--- src/hdl/opee_pkg.sv ---
`timescale 1ns / 1ps
// ----------------------------------------------------------------------------
// opee_pkg
// Shared types and constants of the object path escape encoder.
// ----------------------------------------------------------------------------
package opee_pkg;

  // Width of a decoded code point.
  localparam int unsigned CP_W   = 21;
  // Width of a hex digit count (1..6).
  localparam int unsigned NDIG_W = 3;

  // Command queue between the decoder and the emitter.
  localparam int unsigned QDEPTH = 2;
  localparam int unsigned QPTR_W = (QDEPTH > 1) ? $clog2(QDEPTH) : 1;
  localparam int unsigned QCNT_W = $clog2(QDEPTH + 1);

  // Escape delimiter.
  localparam logic [7:0] CHAR_US = 8'h5F;

  typedef enum logic [1:0] {
    KIND_PLAIN  = 2'd0,  // one byte, passed through
    KIND_ESCAPE = 2'd1,  // '_', hex digits, '_'
    KIND_BAD    = 2'd2   // bad-input marker
  } kind_e;

  typedef struct packed {
    kind_e             kind;
    logic [CP_W-1:0]   code;
    logic [NDIG_W-1:0] ndig;
    logic              eos;
  } entry_t;

  // Lowercase hex character of one nibble.
  function automatic logic [7:0] hex_char(input logic [3:0] nib);
    logic [7:0] c;
    if (nib < 4'd10) begin
      c = 8'h30 + {4'b0, nib};
    end else begin
      c = 8'h57 + {4'b0, nib};
    end
    return c;
  endfunction

endpackage

--- src/hdl/opee_front.sv ---
`timescale 1ns / 1ps
// ----------------------------------------------------------------------------
// opee_front
// UTF-8 decoder: takes source bytes, checks them and pushes one command per
// completed code point, error or string close into the queue.
// ----------------------------------------------------------------------------
module opee_front (
  input  logic                 clk_i,
  input  logic                 rst_ni,
  input  logic                 in_valid_i,
  output logic                 in_ready_o,
  input  logic [7:0]           in_byte_i,
  input  logic                 end_of_string_i,
  input  logic                 q_full_i,
  output logic                 push_o,
  output opee_pkg::entry_t     push_entry_o
);

  // Range rule for the next continuation byte.
  localparam logic [2:0] RULE_ANY = 3'd0;  // 80..BF
  localparam logic [2:0] RULE_E0  = 3'd1;  // A0..BF
  localparam logic [2:0] RULE_ED  = 3'd2;  // 80..9F
  localparam logic [2:0] RULE_F0  = 3'd3;  // 90..BF
  localparam logic [2:0] RULE_F4  = 3'd4;  // 80..8F

  logic [opee_pkg::CP_W-1:0] acc_q, acc_d;
  logic [1:0]                left_q, left_d;
  logic [2:0]                rule_q, rule_d;
  logic                      err_q, err_d;

  logic                      accept;
  logic                      bad, have;
  logic [opee_pkg::CP_W-1:0] cp;
  logic [opee_pkg::CP_W-1:0] acc_next;
  logic [7:0]                lo, hi;
  logic [7:0]                b;

  function automatic logic is_plain(input logic [opee_pkg::CP_W-1:0] c);
    logic r;
    r = 1'b0;
    if (c[opee_pkg::CP_W-1:7] == '0) begin
      r = (c[6:0] >= 7'h61 && c[6:0] <= 7'h7A) ||
          (c[6:0] >= 7'h41 && c[6:0] <= 7'h5A) ||
          (c[6:0] >= 7'h30 && c[6:0] <= 7'h39) ||
          (c[6:0] == 7'h2F);
    end
    return r;
  endfunction

  function automatic logic [opee_pkg::NDIG_W-1:0] digit_count(
    input logic [opee_pkg::CP_W-1:0] c);
    logic [opee_pkg::NDIG_W-1:0] n;
    if (c[20]) begin
      n = 3'd6;
    end else if (|c[19:16]) begin
      n = 3'd5;
    end else if (|c[15:12]) begin
      n = 3'd4;
    end else if (|c[11:8]) begin
      n = 3'd3;
    end else if (|c[7:4]) begin
      n = 3'd2;
    end else begin
      n = 3'd1;
    end
    return n;
  endfunction

  assign in_ready_o = !q_full_i;
  assign accept     = in_valid_i && in_ready_o;
  assign b          = in_byte_i;
  assign acc_next   = {acc_q[opee_pkg::CP_W-7:0], b[5:0]};

  always_comb begin
    lo = 8'h80;
    hi = 8'hBF;
    unique case (rule_q)
      RULE_E0: lo = 8'hA0;
      RULE_ED: hi = 8'h9F;
      RULE_F0: lo = 8'h90;
      RULE_F4: hi = 8'h8F;
      default: ;
    endcase
  end

  always_comb begin
    acc_d        = acc_q;
    left_d       = left_q;
    rule_d       = rule_q;
    err_d        = err_q;
    bad          = 1'b0;
    have         = 1'b0;
    cp           = '0;
    push_o       = 1'b0;
    push_entry_o = '0;

    if (accept) begin
      if (err_q) begin
        // Discard until the end marker, then close the string.
        if (end_of_string_i) begin
          err_d                 = 1'b0;
          push_o                = 1'b1;
          push_entry_o.kind     = opee_pkg::KIND_BAD;
          push_entry_o.eos      = 1'b1;
        end
      end else begin
        if (left_q == 2'd0) begin
          if (b == 8'h00) begin
            bad = 1'b1;
          end else if (b < 8'h80) begin
            cp   = {13'b0, b};
            have = 1'b1;
          end else if (b < 8'hC2) begin
            bad = 1'b1;
          end else if (b < 8'hE0) begin
            acc_d  = {16'b0, b[4:0]};
            left_d = 2'd1;
            rule_d = RULE_ANY;
          end else if (b < 8'hF0) begin
            acc_d  = {17'b0, b[3:0]};
            left_d = 2'd2;
            rule_d = (b == 8'hE0) ? RULE_E0 : (b == 8'hED) ? RULE_ED : RULE_ANY;
          end else if (b < 8'hF5) begin
            acc_d  = {18'b0, b[2:0]};
            left_d = 2'd3;
            rule_d = (b == 8'hF0) ? RULE_F0 : (b == 8'hF4) ? RULE_F4 : RULE_ANY;
          end else begin
            bad = 1'b1;
          end
        end else begin
          if (b < lo || b > hi) begin
            bad = 1'b1;
          end else begin
            acc_d  = acc_next;
            rule_d = RULE_ANY;
            left_d = left_q - 2'd1;
            if (left_q == 2'd1) begin
              cp   = acc_next;
              have = 1'b1;
            end
          end
        end

        // Sequence cut short by the end marker.
        if (!bad && !have && end_of_string_i) begin
          bad = 1'b1;
        end

        if (bad) begin
          acc_d             = '0;
          left_d            = 2'd0;
          rule_d            = RULE_ANY;
          err_d             = !end_of_string_i;
          push_o            = 1'b1;
          push_entry_o.kind = opee_pkg::KIND_BAD;
          push_entry_o.eos  = end_of_string_i;
        end else if (have) begin
          acc_d             = '0;
          push_o            = 1'b1;
          push_entry_o.kind = is_plain(cp) ? opee_pkg::KIND_PLAIN : opee_pkg::KIND_ESCAPE;
          push_entry_o.code = cp;
          push_entry_o.ndig = digit_count(cp);
          push_entry_o.eos  = end_of_string_i;
        end
      end
    end
  end

  always_ff @(posedge clk_i or negedge rst_ni) begin
    if (!rst_ni) begin
      acc_q  <= '0;
      left_q <= 2'd0;
      rule_q <= RULE_ANY;
      err_q  <= 1'b0;
    end else begin
      acc_q  <= acc_d;
      left_q <= left_d;
      rule_q <= rule_d;
      err_q  <= err_d;
    end
  end

endmodule

--- src/hdl/opee_queue.sv ---
`timescale 1ns / 1ps
// ----------------------------------------------------------------------------
// opee_queue
// Short command queue that decouples the decoder from the emitter.
// ----------------------------------------------------------------------------
module opee_queue (
  input  logic             clk_i,
  input  logic             rst_ni,
  input  logic             push_i,
  input  opee_pkg::entry_t push_entry_i,
  output logic             full_o,
  input  logic             pop_i,
  output logic             head_valid_o,
  output opee_pkg::entry_t head_entry_o
);

  opee_pkg::entry_t                slot_q [opee_pkg::QDEPTH];
  logic [opee_pkg::QPTR_W-1:0]     wr_ptr_q, wr_ptr_d;
  logic [opee_pkg::QPTR_W-1:0]     rd_ptr_q, rd_ptr_d;
  logic [opee_pkg::QCNT_W-1:0]     cnt_q, cnt_d;

  function automatic logic [opee_pkg::QPTR_W-1:0] ptr_inc(
    input logic [opee_pkg::QPTR_W-1:0] p);
    logic [opee_pkg::QPTR_W-1:0] r;
    if (p == opee_pkg::QPTR_W'(opee_pkg::QDEPTH - 1)) begin
      r = '0;
    end else begin
      r = p + 1'b1;
    end
    return r;
  endfunction

  assign full_o       = (cnt_q == opee_pkg::QCNT_W'(opee_pkg::QDEPTH));
  assign head_valid_o = (cnt_q != '0);
  assign head_entry_o = slot_q[rd_ptr_q];

  always_comb begin
    wr_ptr_d = push_i ? ptr_inc(wr_ptr_q) : wr_ptr_q;
    rd_ptr_d = pop_i ? ptr_inc(rd_ptr_q) : rd_ptr_q;
    cnt_d    = cnt_q;
    if (push_i && !pop_i) begin
      cnt_d = cnt_q + 1'b1;
    end else if (!push_i && pop_i) begin
      cnt_d = cnt_q - 1'b1;
    end
  end

  always_ff @(posedge clk_i) begin
    if (push_i) begin
      slot_q[wr_ptr_q] <= push_entry_i;
    end
  end

  always_ff @(posedge clk_i or negedge rst_ni) begin
    if (!rst_ni) begin
      wr_ptr_q <= '0;
      rd_ptr_q <= '0;
      cnt_q    <= '0;
    end else begin
      wr_ptr_q <= wr_ptr_d;
      rd_ptr_q <= rd_ptr_d;
      cnt_q    <= cnt_d;
    end
  end

endmodule

--- src/hdl/opee_back.sv ---
`timescale 1ns / 1ps
// ----------------------------------------------------------------------------
// opee_back
// Emitter: expands the queue head into output bytes, one per cycle while the
// output is not stalled, into an output register.
// ----------------------------------------------------------------------------
module opee_back (
  input  logic             clk_i,
  input  logic             rst_ni,
  input  logic             head_valid_i,
  input  opee_pkg::entry_t head_entry_i,
  output logic             pop_o,
  output logic             out_valid_o,
  input  logic             out_ready_i,
  output logic [7:0]       out_byte_o,
  output logic             run_last_o,
  output logic             string_done_o,
  output logic             bad_input_o
);

  logic [2:0]                  idx_q, idx_d;
  logic                        out_valid_q, out_valid_d;
  logic [7:0]                  byte_q;
  logic                        last_q, done_q, bad_q;

  logic                        out_load;
  logic                        emit;
  logic [7:0]                  nxt_byte;
  logic                        nxt_last;
  logic                        nxt_bad;
  logic [opee_pkg::NDIG_W-1:0] sel;
  logic [3:0]                  nib;

  assign out_load = !out_valid_q || out_ready_i;
  assign emit     = head_valid_i && out_load;
  assign sel      = head_entry_i.ndig - idx_q;

  always_comb begin
    case (sel)
      3'd0:    nib = head_entry_i.code[3:0];
      3'd1:    nib = head_entry_i.code[7:4];
      3'd2:    nib = head_entry_i.code[11:8];
      3'd3:    nib = head_entry_i.code[15:12];
      3'd4:    nib = head_entry_i.code[19:16];
      3'd5:    nib = {3'b0, head_entry_i.code[20]};
      default: nib = 4'h0;
    endcase
  end

  always_comb begin
    nxt_byte = 8'h00;
    nxt_last = 1'b1;
    nxt_bad  = 1'b0;
    unique case (head_entry_i.kind)
      opee_pkg::KIND_PLAIN: begin
        nxt_byte = head_entry_i.code[7:0];
      end
      opee_pkg::KIND_ESCAPE: begin
        // '_' first and last, hex digits between, most significant first.
        if (idx_q == 3'd0) begin
          nxt_byte = opee_pkg::CHAR_US;
          nxt_last = 1'b0;
        end else if (idx_q == head_entry_i.ndig + 3'd1) begin
          nxt_byte = opee_pkg::CHAR_US;
        end else begin
          nxt_byte = opee_pkg::hex_char(nib);
          nxt_last = 1'b0;
        end
      end
      default: begin
        nxt_bad = 1'b1;
      end
    endcase
  end

  assign pop_o = emit && nxt_last;

  always_comb begin
    idx_d = idx_q;
    if (emit) begin
      idx_d = nxt_last ? 3'd0 : idx_q + 3'd1;
    end
    out_valid_d = emit ? 1'b1 : (out_ready_i ? 1'b0 : out_valid_q);
  end

  always_ff @(posedge clk_i or negedge rst_ni) begin
    if (!rst_ni) begin
      idx_q       <= 3'd0;
      out_valid_q <= 1'b0;
    end else begin
      idx_q       <= idx_d;
      out_valid_q <= out_valid_d;
    end
  end

  always_ff @(posedge clk_i) begin
    if (emit) begin
      byte_q <= nxt_byte;
      last_q <= nxt_last;
      done_q <= nxt_last && head_entry_i.eos;
      bad_q  <= nxt_bad;
    end
  end

  assign out_valid_o   = out_valid_q;
  assign out_byte_o    = byte_q;
  assign run_last_o    = last_q;
  assign string_done_o = done_q;
  assign bad_input_o   = bad_q;

endmodule

--- src/hdl/object_path_escape_encoder_core.sv ---
`timescale 1ns / 1ps
// ----------------------------------------------------------------------------
// object_path_escape_encoder_core
// Escapes a UTF-8 string, byte by byte, into an ASCII object path.
// ----------------------------------------------------------------------------
// Feed the UTF-8 string one byte per transaction, with end_of_string_i high on
// its last byte. Letters, digits and '/' come out unchanged; any other code
// point comes out as '_', its lowercase hex value without leading zeros, and
// '_' (3 to 8 bytes). run_last_o marks the last byte caused by an input byte
// and string_done_o the last byte of the string. Invalid UTF-8 (zero byte,
// overlong form, surrogate, value above 10FFFF, stray or missing continuation
// byte, sequence cut short by the end marker) gives one transaction with
// bad_input_o high and out_byte_o zero; the rest of the string is dropped
// and its end marker yields one more bad_input_o transaction with
// string_done_o high. Bytes already sent stay sent, so drop the whole string
// on bad_input_o. Rate: the decoder takes one byte per cycle while its
// two-entry command queue has room; the emitter writes one output byte per
// cycle while the output accepts, so a pass-through character gives one byte
// and an escape with n hex digits gives n+2 bytes, which sets the sustained
// rate on escape-heavy text. Input and output handshakes stall independently.
// ----------------------------------------------------------------------------
module object_path_escape_encoder_core (
  input  logic       clk_i,
  input  logic       rst_ni,
  input  logic       in_valid_i,
  output logic       in_ready_o,
  input  logic [7:0] in_byte_i,
  input  logic       end_of_string_i,
  output logic       out_valid_o,
  input  logic       out_ready_i,
  output logic [7:0] out_byte_o,
  output logic       run_last_o,
  output logic       string_done_o,
  output logic       bad_input_o
);

  // Decoder to queue.
  logic             push;
  opee_pkg::entry_t push_entry;
  logic             q_full;
  // Queue to emitter.
  logic             pop;
  logic             head_valid;
  opee_pkg::entry_t head_entry;

  // Decode and check UTF-8, hold sequence state across bytes.
  opee_front u_front (
    .clk_i           (clk_i),
    .rst_ni          (rst_ni),
    .in_valid_i      (in_valid_i),
    .in_ready_o      (in_ready_o),
    .in_byte_i       (in_byte_i),
    .end_of_string_i (end_of_string_i),
    .q_full_i        (q_full),
    .push_o          (push),
    .push_entry_o    (push_entry)
  );

  // Buffer commands so the decoder keeps going while an escape drains.
  opee_queue u_queue (
    .clk_i        (clk_i),
    .rst_ni       (rst_ni),
    .push_i       (push),
    .push_entry_i (push_entry),
    .full_o       (q_full),
    .pop_i        (pop),
    .head_valid_o (head_valid),
    .head_entry_o (head_entry)
  );

  // Expand each command into output bytes.
  opee_back u_back (
    .clk_i         (clk_i),
    .rst_ni        (rst_ni),
    .head_valid_i  (head_valid),
    .head_entry_i  (head_entry),
    .pop_o         (pop),
    .out_valid_o   (out_valid_o),
    .out_ready_i   (out_ready_i),
    .out_byte_o    (out_byte_o),
    .run_last_o    (run_last_o),
    .string_done_o (string_done_o),
    .bad_input_o   (bad_input_o)
  );

endmodule

--- config.mk ---
export PLATFORM = sky130hd
export DESIGN_NAME = object_path_escape_encoder_core
export DESIGN_NICKNAME = d
export VERILOG_FILES = /design/src/hdl/opee_pkg.sv /design/src/hdl/opee_front.sv /design/src/hdl/opee_queue.sv /design/src/hdl/opee_back.sv /design/src/hdl/object_path_escape_encoder_core.sv
export SDC_FILE = /design/constraint.sdc
export NUM_CORES = 1
export LEC_CHECK = 0
export ABC_AREA = 1
export BUFFER_PORTS_ARGS = -buffer_cell sky130_fd_sc_hd__buf_4
export CAP_MARGIN = 30
export CORE_ASPECT_RATIO = 1.5
export CORE_MARGIN = 1.5
export CORE_UTILIZATION = 55
export CTS_CLUSTER_SIZE = 12
export DETAILED_ROUTE_END_ITERATION = 10
export PLACE_DENSITY = 0.73
export SETUP_SLACK_MARGIN = 0.02
export SLEW_MARGIN = 20
export SYNTH_ARGS = -nofsm -noshare
export SYNTH_HDL_FRONTEND = slang
export SYNTH_SLANG_ARGS = --single-unit
--- constraint.sdc ---
create_clock -name clk_i -period 5.7 [get_ports clk_i]
set_input_delay 1.14 -clock clk_i [delete_from_list [all_inputs] [get_ports clk_i]]
set_output_delay 1.14 -clock clk_i [all_outputs]
set_load 0.02 [all_outputs]
==> flow_summary.json <==
{
  "internal-power_uw": 1736,
  "grt_start_max_net_pins": 30,
  "final.setup.worst_slack_ns": 2.003,
  "worst-path-max-fanout": 29,
  "clkTransAtPathRegs_ns": 0.07,
  "crit_buf_inv": 3,
  "p_leak_uw": 0.002534,
  "max_slew_margin_pct": 52.60,
  "period_share_pct": 64.86,
  "htree_levels": 3,
  "worst_r2r_endpoint": "u_back.out_byte_o[4]$_DFFE_PP_",
  "combPwrFrac_pct": 46.6,
  "synth.top_cell.area_share_pct": 38.19,
  "die-width_microns": 81.71,
  "ctsLongestPathBuffers": 2,
  "dieArea_sq_um": 9892,
  "netlist_area_sq_um": 5111,
  "worstRegToRegCells": 16,
  "status": "completed",
  "finalHoldViolations": 0,
  "vias": 3852,
  "drt_iter0_drc": 271,
  "dr.pass1.iters": 5,
  "yosys-top-cells-count": "nand2_1 (165), edfxtp_1 (65), inv_1 (58)",
  "cts.sinks": 94,
  "portBuffers": 25,
  "ant_nets": 0,
  "worstHoldPathType": "flop to flop",
  "slew_violations": 0,
  "yosysMostFrequentCell": "nand2_1",
  "hpwlAfterDp_microns": 7785,
  "vias_per_cell": 5.441,
  "coreArea_sq_um": 8934,
  "cts_setup_buffers": 0,
  "cpPeakStageDelay_ns": 0.52,
  "cp_common_cell": "nand2_1",
  "worst_pin_slew_ns": 0.7102,
  "holdBufCountCts": 0,
  "nNetsFinal": 616,
  "dp_slack_ns": 2.042,
  "utilization_pct": 63.50,
  "global_route.usage.total_pct": 23.59,
  "hp-start": "u_queue.cnt_q[0]$_DFFE_PN0P_",
  "holdPathEnd": "u_queue.cnt_q[0]$_DFFE_PN0P_",
  "synth-seq-cells": 94,
  "drt_wl_total_microns": 10340,
  "max-vdd-ir-drop_uv": 309.0,
  "hold_depth": 1,
  "startpoint_type": "flop",
  "grt_pass1_wl_microns": 17750,
  "drive_above_1_share_pct": 16.39,
  "insertion_delay_ns": 0.33,
  "p_clk_share_pct": 19.2,
  "worstPathArrival_ns": 3.78,
  "fin_skew_ns": 0.01006,
  "yosysSeqAreaShare_pct": 52.39,
  "rrSetupSlack_ns": 2.00,
  "cts_tree": "built",
  "pwr-share-seq_pct": 34.2,
  "r2r_start": "u_queue.rd_ptr_q$_DFFE_PN0P_",
  "p_per_area_nw_per_um2": 534.2,
  "endpoint_kind": "flop",
  "cp.required_ns": 5.78,
  "p_sw_share_pct": 42.71,
  "post-route-min-period_ns": 3.697,
  "crit_type": "flop to flop",
  "synth_edf_count": 65,
  "route.detailed.drc": 0,
  "cts_resized": 0,
  "die_height_microns": 121.1,
  "rsz0062_at_grt": "no",
  "setup_viol": 0,
  "maxCapViolations": 0,
  "avgSynthCellArea_sq_um": 9.046,
  "start_util_pct": 57.21,
  "place_congestion": 0.9369,
  "hold-worst-slack_ns": 0.4908,
  "async_flop_share_pct": 30.85,
  "num_rows": 42,
  "grt_pass1_vias": 3955,
  "synth_area_leaders": "edfxtp_1 (38%), dfrtp_1 (14%), nand2_1 (12%), inv_1 (4.3%), nand3_1 (4.2%)",
  "synth_nets": 588,
  "diodes": 0,
  "slowest_stage": "fa_1",
  "avgRoutedWirePerCell_microns": 14.60,
  "ys_warn_count": 0,
  "yosys.area.top_type": "edfxtp_1",
  "place_inst": 692,
  "area.growth.synth_to_final_pct": 10.99,
  "crit_family": "simple AND/OR/NAND/NOR gates",
  "fmax_mhz": 270.5,
  "fin_setup_tns_ns": 0,
  "crit_chain": "buf_4, inv_2, or2_2, o21ai_0, ha_1, inv_1, fa_1, nor2_1, nand3_1, nand3_1, nor2_4, ha_1, nand2_1, nand2_1, o21ai_0, nand2_1",
  "grt_antenna_before_repair": 0,
  "cts-buffers-inserted": 9,
  "ys.flop_type": "edfxtp_1",
  "yosysUniqueCellTypes": 44,
  "switchingPower_uw": 1294,
  "overflow": 0,
  "stdcell_count": 708,
  "io_pins": 26,
  "netlist_instances": 565,
  "clock-root-buffer": "clkbuf_16"
}
[registers in the layout, summed over array words and instances, names as in the netlist]
name and flops:
u_queue.slot_q 54, u_front.left_q 2, u_back.idx_q 3, u_queue.wr_ptr_q 1, u_back.run_last_o 1, u_back.out_valid_o 1
u_front.rule_q 3, u_back.out_byte_o 8, u_queue.rd_ptr_q 1, u_queue.cnt_q 2, u_back.bad_input_o 1, u_front.err_q 1
u_front.acc_q 15, u_back.string_done_o 1
[worst max-delay path by stage]
| stage | start | end | slack (ns) | depth (start not counted) |
|---|---|---|---|---|
| after floorplan | in_byte_i[5] | u_queue.slot_q[0][0]$_DFFE_PP_ | 1.85 | 9 |
| after global placement | u_queue.rd_ptr_q$_DFFE_PN0P_ | u_back.out_byte_o[4]$_DFFE_PP_ | 2.20 | 16 |
| after detailed placement | u_queue.rd_ptr_q$_DFFE_PN0P_ | u_back.out_byte_o[4]$_DFFE_PP_ | 2.04 | 16 |
| after CTS | u_queue.rd_ptr_q$_DFFE_PN0P_ | u_back.out_byte_o[4]$_DFFE_PP_ | 1.99 | 16 |
| after global routing | u_queue.rd_ptr_q$_DFFE_PN0P_ | u_back.out_byte_o[4]$_DFFE_PP_ | 1.63 | 16 |
| final | u_queue.rd_ptr_q$_DFFE_PN0P_ | u_back.out_byte_o[4]$_DFFE_PP_ | 2.00 | 16 |
[area by class of cell]
cell class	count	area (sq um)
fill	776	3261
sequential	94	2678
multi-input combinational	394	2103
inverter	65	246.5
clock buffer	10	229.0
timing repair buffer	29	217.7
tap	110	137.6
clock inverter	6	61.31
[power groups by stage]
stage	Sequential [uW]	Clock [uW]	Combinational, uW
final	1040	582	1410
after CTS	1040	594	1410
after global placement	1050	0	1360
after global routing	1060	623	1590
after detailed placement	1050	0	1400
after floorplan	1090	0	1030
[placed cells by master, fill, tap and decap left out, drive strengths merged, types with 2 or more instances in the layout]
master / count
nor3: 5
buf: 29
clkinvlp: 2
nand4: 17
ha: 9
inv: 66
dfrtp: 29
nand2: 176
mux2i: 3
nand3: 54
a21oi: 17
nor2: 65
or2: 5
edfxtp: 65
clkbuf: 10
o21ai: 25
xor2: 5
o211ai: 3
clkinv: 2
[worst reg2reg max path, cell delays in order (launching register included)]
cell	delay, ns
dfrtp_1	0.33
buf_4	0.29
inv_2	0.25
or2_2	0.33
o21ai_0	0.13
ha_1	0.20
inv_1	0.04
fa_1	0.52
nor2_1	0.41
nand3_1	0.13
nand3_1	0.16
nor2_4	0.06
ha_1	0.21
nand2_1	0.07
nand2_1	0.06
o21ai_0	0.18
nand2_1	0.08
[metrics by stage]
step / power, uW / area (sq um)
final: 3031 / 5673
after global routing: 3268 / 5673
after CTS: 3043 / 5673
after detailed placement: 2455 / 5383
after global placement: 2410 / 5383
after floorplan: 2129 / 5111
[metal layers]
layer  vias to the layer above  track usage (%)  wire (microns)
li1                       1931                -               -
met1                      1771            27.15            4133
met2                       115            40.70            5474
met4                         0            13.77             443
met3                        35            3.308             284
met5                         -                0               0
[kinds of logic (layout without fill, tap and decap cells)]
kind of cell               after synthesis  in the layout  share of synthesized area, %
buffers and inverters                   77            110                         6.561
and+or+nand+nor                        324            324                         30.62
AOI/OAI and AO/OA                       51             51                         6.218
adders and majority gates               10             10                         2.595
xor gates and xnor gates                 6              6                         1.028
muxes                                    3              3                        0.5875
DFF                                     94             94                         52.39
Power figures use the tool's default switching activity.
